`config.mk`:
```
export PLATFORM = sky130hd
export DESIGN_NAME = sbc_div
export DESIGN_NICKNAME = d
export VERILOG_FILES = /design/src/hw/rtl/sbc_pkg.sv /design/src/hw/rtl/sbc_div.sv
export SDC_FILE = /design/constraint.sdc
export NUM_CORES = 2
export LEC_CHECK = 0
export BUFFER_PORTS_ARGS = -buffer_cell sky130_fd_sc_hd__buf_2
export CAP_MARGIN = 20
export CORE_MARGIN = 5
export CORE_UTILIZATION = 43
export CTS_CLUSTER_SIZE = 30
export DETAILED_ROUTE_END_ITERATION = 16
export GPL_TIMING_DRIVEN = 0
export SETUP_SLACK_MARGIN = 0.5
export SYNTH_ARGS = -nofsm -noshare
export SYNTH_HDL_FRONTEND = slang
export SYNTH_SLANG_ARGS = --single-unit
```
`constraint.sdc`:
```
create_clock -name clk_i -period 9.9 [get_ports clk_i]
set_input_delay 1.485 -clock clk_i [delete_from_list [all_inputs] [get_ports clk_i]]
set_output_delay 1.485 -clock clk_i [all_outputs]
set_load 0.05 [all_outputs]
```
`src/hw/rtl/sbc_pkg.sv`:
```
// ----------------------------------------------------------------------------
// sbc_pkg: swept box collision shared definitions
// Face normal codes and fixed result widths.
// ----------------------------------------------------------------------------
package sbc_pkg;

  localparam int HIT_TIME_WIDTH = 16;
  localparam int NORMAL_WIDTH   = 3;

  typedef enum logic [NORMAL_WIDTH-1:0] {
    NORMAL_NONE    = 3'd0,
    NORMAL_MINUS_X = 3'd1,
    NORMAL_PLUS_X  = 3'd2,
    NORMAL_MINUS_Y = 3'd3,
    NORMAL_PLUS_Y  = 3'd4
  } normal_e;

endpackage

```
`src/hw/rtl/sbc_div.sv`:
```
// ----------------------------------------------------------------------------
// sbc_div: pipelined restoring divider
// One quotient bit per stage, TIME_FRAC_BITS+2 stages; side data rides along.
// ----------------------------------------------------------------------------
module sbc_div import sbc_pkg::*; #(
  parameter int COORD_WIDTH    = 24,
  parameter int TIME_FRAC_BITS = 14,
  parameter int SIDE_WIDTH     = 8
) (
  input  logic                                    clk_i,
  input  logic                                    rst_ni,
  input  logic                                    valid_i,
  output logic                                    ready_o,
  input  logic [COORD_WIDTH+TIME_FRAC_BITS+1:0]   num_i,
  input  logic [COORD_WIDTH:0]                    den_i,
  input  logic [SIDE_WIDTH-1:0]                   side_i,
  output logic                                    valid_o,
  input  logic                                    ready_i,
  output logic [TIME_FRAC_BITS+1:0]               quo_o,
  output logic [SIDE_WIDTH-1:0]                   side_o
);

  localparam int W  = COORD_WIDTH;
  localparam int F  = TIME_FRAC_BITS;
  localparam int NS = F + 2;
  localparam int UW = W + F + 2;

  logic [NS-1:0]   v_q;
  logic [NS:0]     rdy;
  logic [W-1:0]    r_q    [NS];
  logic [NS-1:0]   q_q    [NS];
  logic [UW-1:0]   u_q    [NS];
  logic [W:0]      y_q    [NS];
  logic [SIDE_WIDTH-1:0] side_q [NS];

  assign rdy[NS]  = ready_i;
  assign ready_o  = rdy[0];
  assign valid_o  = v_q[NS-1];
  assign quo_o    = q_q[NS-1];
  assign side_o   = side_q[NS-1];

  for (genvar i = 0; i < NS; i++) begin : g_stage
    logic                  v_in;
    logic [W-1:0]          r_in;
    logic [NS-1:0]         q_in;
    logic [UW-1:0]         u_in;
    logic [W:0]            y_in;
    logic [SIDE_WIDTH-1:0] s_in;
    logic [W:0]            sh;
    logic                  ge;
    logic [W-1:0]          r_d;
    logic [NS-1:0]         q_d;

    if (i == 0) begin : g_first
      assign v_in = valid_i;
      assign r_in = num_i[UW-1:F+2];
      assign q_in = '0;
      assign u_in = num_i;
      assign y_in = den_i;
      assign s_in = side_i;
    end else begin : g_next
      assign v_in = v_q[i-1];
      assign r_in = r_q[i-1];
      assign q_in = q_q[i-1];
      assign u_in = u_q[i-1];
      assign y_in = y_q[i-1];
      assign s_in = side_q[i-1];
    end

    assign rdy[i] = !v_q[i] || rdy[i+1];

    always_comb begin
      sh  = {r_in, u_in[NS-1-i]};
      ge  = (sh >= y_in);
      r_d = ge ? W'(sh - y_in) : W'(sh);
      q_d = q_in;
      q_d[NS-1-i] = ge;
    end

    always_ff @(posedge clk_i or negedge rst_ni) begin
      if (!rst_ni) begin
        v_q[i] <= 1'b0;
      end else if (rdy[i]) begin
        v_q[i] <= v_in;
      end
    end

    always_ff @(posedge clk_i) begin
      if (rdy[i]) begin
        r_q[i]    <= r_d;
        q_q[i]    <= q_d;
        u_q[i]    <= u_in;
        y_q[i]    <= y_in;
        side_q[i] <= s_in;
      end
    end
  end

endmodule

```
# ---- Word level (Yosys, flattened, before mapping)
# Memories as Yosys holds them, arrays and structs flattened.
# Index checks and enable logic that the tools add are counted.
dict set report totals {
  reg_bits 16
  n_memories 5
  inputBits 77
  romBits 0
  latchBits 0
  out_inout_bits 26
  word_cells 133
  ram_bits 1808
}
dict set report op_classes {
  n_div 0
  magnitude_cmp 16
  n_shift 0
  n_bitwise 0
  n_addsub 16
  mul 0
  n_eq_ne 0
  mux 48
  n_reduce_logical 32
}
# memory depth word_bits read_ports rd_ports_with_merged_regs wr line
set mem_list {}
lappend mem_list {u_q 16 40 15 0 16 sbc_div.sv:32} ;# logic [UW-1:0] u_q [NS];
lappend mem_list {y_q 16 25 15 0 16 sbc_div.sv:33} ;# logic [W:0] y_q [NS];
lappend mem_list {r_q 16 24 15 0 16 sbc_div.sv:30} ;# logic [W-1:0] r_q [NS];
lappend mem_list {q_q 16 16 16 0 16 sbc_div.sv:31} ;# logic [NS-1:0] q_q [NS];
lappend mem_list {side_q 16 8 16 0 16 sbc_div.sv:34} ;# logic [SIDE_WIDTH-1:0] side_q [NS];
# operator n
set op_table {}
lappend op_table {{$ge 25x25->1} 16}
lappend op_table {{$mux 24} 16}
lappend op_table {{$sub 24x24->24} 16}
lappend op_table {{$mux 1} 32}
lappend op_table {{$logic_not 1->1} 16}
lappend op_table {{$logic_or 1x1->1} 16}

# ---- Longest topological paths before layout
dict set report depth {
  word_depth 19
  ltp_mapped 14
  depth_no_buf 13
}

# ---- Least setup slack after synthesis
# Ideal clock, no wire load.
dict set report synth_timing {
  path_kind {input to output}
  start {input port ready_i}
  end {output port ready_o}
  path_stages 10
  slack_ns 0.197
  arrival_time_ns 8.218
  path_buffers 0
  required_time_ns 8.415
  path_cell_list {nor2b_1 -> nand2_1 -> nor2_1 -> and2_1 -> and3_1 -> and2_1 -> nand3_1 -> nor2_1 -> and4_1 -> nand2_1}
}
dict set report synth_between {
  elab_chain_cells 16
}
# element line
set synth_lines {}
lappend synth_lines {{from (decl)} sbc_div.sv:18} ;# input logic ready_i,
lappend synth_lines {{$logic_or 1x1->1 (2 in a row)} sbc_div.sv:70} ;# assign rdy[i] = !v_q[i] || rdy[i+1];
lappend synth_lines {{via rdy[14]} sbc_div.sv:29} ;# logic [NS:0] rdy;
lappend synth_lines {{$logic_or 1x1->1 (9 in a row)} sbc_div.sv:70}
lappend synth_lines {{via rdy[5]} sbc_div.sv:29}
lappend synth_lines {{$logic_or 1x1->1 (5 in a row)} sbc_div.sv:70}
lappend synth_lines {{to (decl)} sbc_div.sv:13} ;# output logic ready_o,
# The timed path passes the listed nets, and every way through them passes these cells.

# ---- Worst setup path in the final report
# Same ends and word-level chain as after synthesis.

==> impl_metrics.csv <==
group,metric,value,unit
outcome,status,"finished clean",
synthesis,synth_area_per_cell,12.56,µm²
floorplanning,die_x,374.8,µm
cts,cts_tree,"done",
worst_setup_path,cp-end-kind,"output port",
timing,worst_pin_slew,1.038,ns
power_and_ir_drop,p_leak,27.17,nW
placed_design,place_ws,2.733,ns
worst_setup_path,r2r_start,"r_q[0][0]$_DFFE_PP_",
floorplanning,die_h,374.8,µm
worst_setup_path,critical_path.top_delay_family,"simple AND/OR/NAND/NOR gates",
worst_setup_path,worstPathRequired,8.42,ns
placed_design,place_inst,6435,
drt,ant_nets,0,
global_route,antenna_found_initial,0,
placed_design,dp_hpwl,92.73,mm
timing,fmax,0.1411,GHz
worst_setup_path,crit_path_max_fanout,66,
cts,clkTransAtPathRegs,0.06,ns
global_route,grt-ovfl-total,0,
drt,drt_wl_total,120.5,mm
drt,viasPerCell,5.191,
synthesis,yosysSeqAreaShare,59.42,%
floorplanning,design.core.area,131800,µm²
cts,cts_resized,0,
timing,final_hold_viol_count,0,
cts,clockBufferDepth,3,
timing,slew_headroom,30.31,%
placed_design,gp_congestion,0.8667,
worst_setup_path,cp_slowest_stage_delay,0.56,ns
synthesis,synth.most_common_cell,"edfxtp_1",
finish,num-fill-cells,11580,
synthesis,synth_top_area_cell,"edfxtp_1",
worst_setup_path,r2r-end,"r_q[0][39]$_DFFE_PP_",
worst_setup_path,path_cells,"buf_2, nor2b_1, nand2_4, nor2_1, and2_1, and3_1, and2_1, nand3_4, nor2_1, and4_1, nand2_4, buf_16, buf_2",
synthesis,yosys.area.top_type_share,58.72,%
timing,finalSetupViolations,0,
synthesis,dominantRegCellSynth,"edfxtp_1",
floorplanning,num_rows,133,
hold_path,hold_depth,0,
finish,antenna_cells,0,
placed_design,portBuffers,102,
floorplanning,fp.dieArea,140500,µm²
worst_setup_path,worstPathBufferInverterCount,3,
floorplanning,start_util,43.42,%
synthesis,netlist_top_cells_area,"edfxtp_1, ha_1, mux2_2",
finish,finish.utilization,49.08,%
synthesis,synth_edf_count,1119,
global_route,grt_max_degree,73,
finish,nNetsFinal,5306,
timing,rsz0062_at_grt,"false",
drt,drcViolationCount,0,
finish,area_delta_synth_final,13.05,%
worst_setup_path,slowest_stage,"nor2_1",
drt,vias,34620,
worst_setup_path,crit_path_start_kind,"input pin",
flow_run,drv_cap,0,
worst_setup_path,worstRegToRegCells,11,
global_route,grt_pass1_vias,35100,
timing,setup_ws,2.813,ns
hold_path,min_path_type,"reg -> reg",
worst_setup_path,path_class,"in -> out",
finish,stdcell_count,6670,
worst_setup_path,r2r_slack,5.48,ns
power_and_ir_drop,p_per_area,342.6,nW/µm²
global_route,grt_pass1_wl,190.9,mm
cts,cts_setup_buffers,0,
cts,clk_latency,0.76,ns
cts,postCtsHoldBufs,0,
synthesis,synth_cell_type_count,80,
synthesis,async_flop_share,1.410,%
floorplanning,io_pins,103,
drt,post_drt_wl_per_cell,18.07,µm
cts,htree_levels,4,
drt,dr.pass1.iters,5,
timing,post-route-period-util,71.59,%
cts,cts_sinks,1135,
synthesis,syn_area,57230,µm²
worst_setup_path,worstPathArrival,5.60,ns
drt,drtIter0Drc,1961,
cts,cts_root_buffer,"clkbuf_16",
global_route,grt_usage,17.15,%
timing,drv_slew,0,
hold_path,hp-start,"side_q[1][50]$_DFFE_PP_",
timing,clock_skew,0.03169,ns
hold_path,hold_end,"side_q[1][58]$_DFFE_PP_",
synthesis,yosys_warnings,0,
synthesis,ys_seq_elements,1135,
synthesis,synth_top_cells_by_count,"edfxtp_1, inv_1, ha_1",
timing,period_needed,7.087,ns
finish,post_route_cells_drive_above_1_share,11.21,%
synthesis,syn_nets,5049,
synthesis,syn_inst,4557,
timing,whs,0.3917,ns
power_and_ir_drop,irDropWorstVdd,0.1286,mV
cts,cts_buffers,131,
timing,finalSetupTns,0,ns
[power breakdown]
group | internal, W | total (W) | switching (W)
registers | 0.00735 | 0.00809 | 0.000740
clock network | 0.00278 | 0.00466 | 0.00188
logic | 0.00411 | 0.00942 | 0.00531
[per-layer routing]
layer	GRT usage (%)	vias to the layer above	part of all wire (%)
met3	2.693	216	3.5
met4	7.264	0	4.0
met1	20.88	16460	43
met2	30.28	622	50
met5	0	-	0
li1	-	17320	-
[worst max-delay path by stage]
stage	from	end	slack (ns)	cells past startpoint
floorplan	ready_i	ready_o	1.10	10
finish	ready_i	ready_o	2.81	13
global placement	ready_i	ready_o	-2.30	12
detailed placement	ready_i	ready_o	2.73	13
global route	ready_i	ready_o	2.45	13
CTS	ready_i	ready_o	2.71	13
[kinds of logic after synthesis]
family	count (synthesis)	share of synthesized area [%]
DFF	1135	59.42
AOI/OAI and AO/OA	1054	11.68
and+or+nand+nor	887	7.456
muxes	199	3.883
xor gates and xnor gates	291	4.454
adders and majority gates	415	9.270
buffers and inverters	576	3.835
[state kept, by name, indices dropped and copies added, names as in the netlist]
signal	count
y_q	375
r_q	360
q_q	136
side_q	128
u_q	120
g_stage.v_in	15
valid_o	1
[metrics by stage]
| stage | cell area (µm²) | total power [W] |
|---|---|---|
| finish | 64690 | 0.02216 |
| global route | 64690 | 0.02375 |
| CTS | 64680 | 0.02236 |
| detailed placement | 60510 | 0.01753 |
| global placement | 59940 | 0.01742 |
| floorplan | 57230 | 0.01508 |
[worst register-to-register path: cells and delay by family (launching register included)]
family / cells / cell delay [ns]
AOI/OAI and AO/OA: 7 / 2.57
adders and majority gates: 1 / 0.33
buffers and inverters: 1 / 0.57
DFF: 1 / 0.43
and+or+nand+nor: 2 / 0.25
[layout make-up]
| class | instances | area [µm²] | area share (%) |
|---|---|---|---|
| inverter | 505 | 1911 | 2.953 |
| clock buffer | 172 | 3527 | 5.452 |
| timing repair buffer | 124 | 1007 | 1.557 |
| clock inverter | 62 | 645.6 | 0.9980 |
| multi-input combinational | 2846 | 21100 | 32.62 |
| sequential | 1135 | 34000 | 52.56 |
| tap | 1755 | 2196 | 3.394 |
| buffer | 71 | 299.0 | 0.4622 |
[cell usage in the layout (no fill, tap or decap), drive strengths merged, types with 15 or more instances in the layout]
| cell type | n |
|---|---|
| a211oi | 24 |
| a21o | 170 |
| a21oi | 286 |
| a31oi | 29 |
| and2 | 18 |
| and3 | 18 |
| buf | 140 |
| clkbuf | 226 |
| clkinv | 44 |
| dfrtp | 16 |
| edfxtp | 1119 |
| fa | 15 |
| ha | 400 |
| inv | 509 |
| mux2 | 184 |
| mux2i | 15 |
| nand2 | 279 |
| nand2b | 61 |
| nand3 | 60 |
| nand4 | 54 |
| nor2 | 201 |
| nor2b | 57 |
| nor3 | 62 |
| o211ai | 17 |
| o21a | 67 |
| o21ai | 276 |
| o21bai | 33 |
| o31ai | 25 |
| or2 | 16 |
| or3 | 15 |
| xnor2 | 176 |
| xor2 | 115 |
Power figures use the tool's default switching activity.
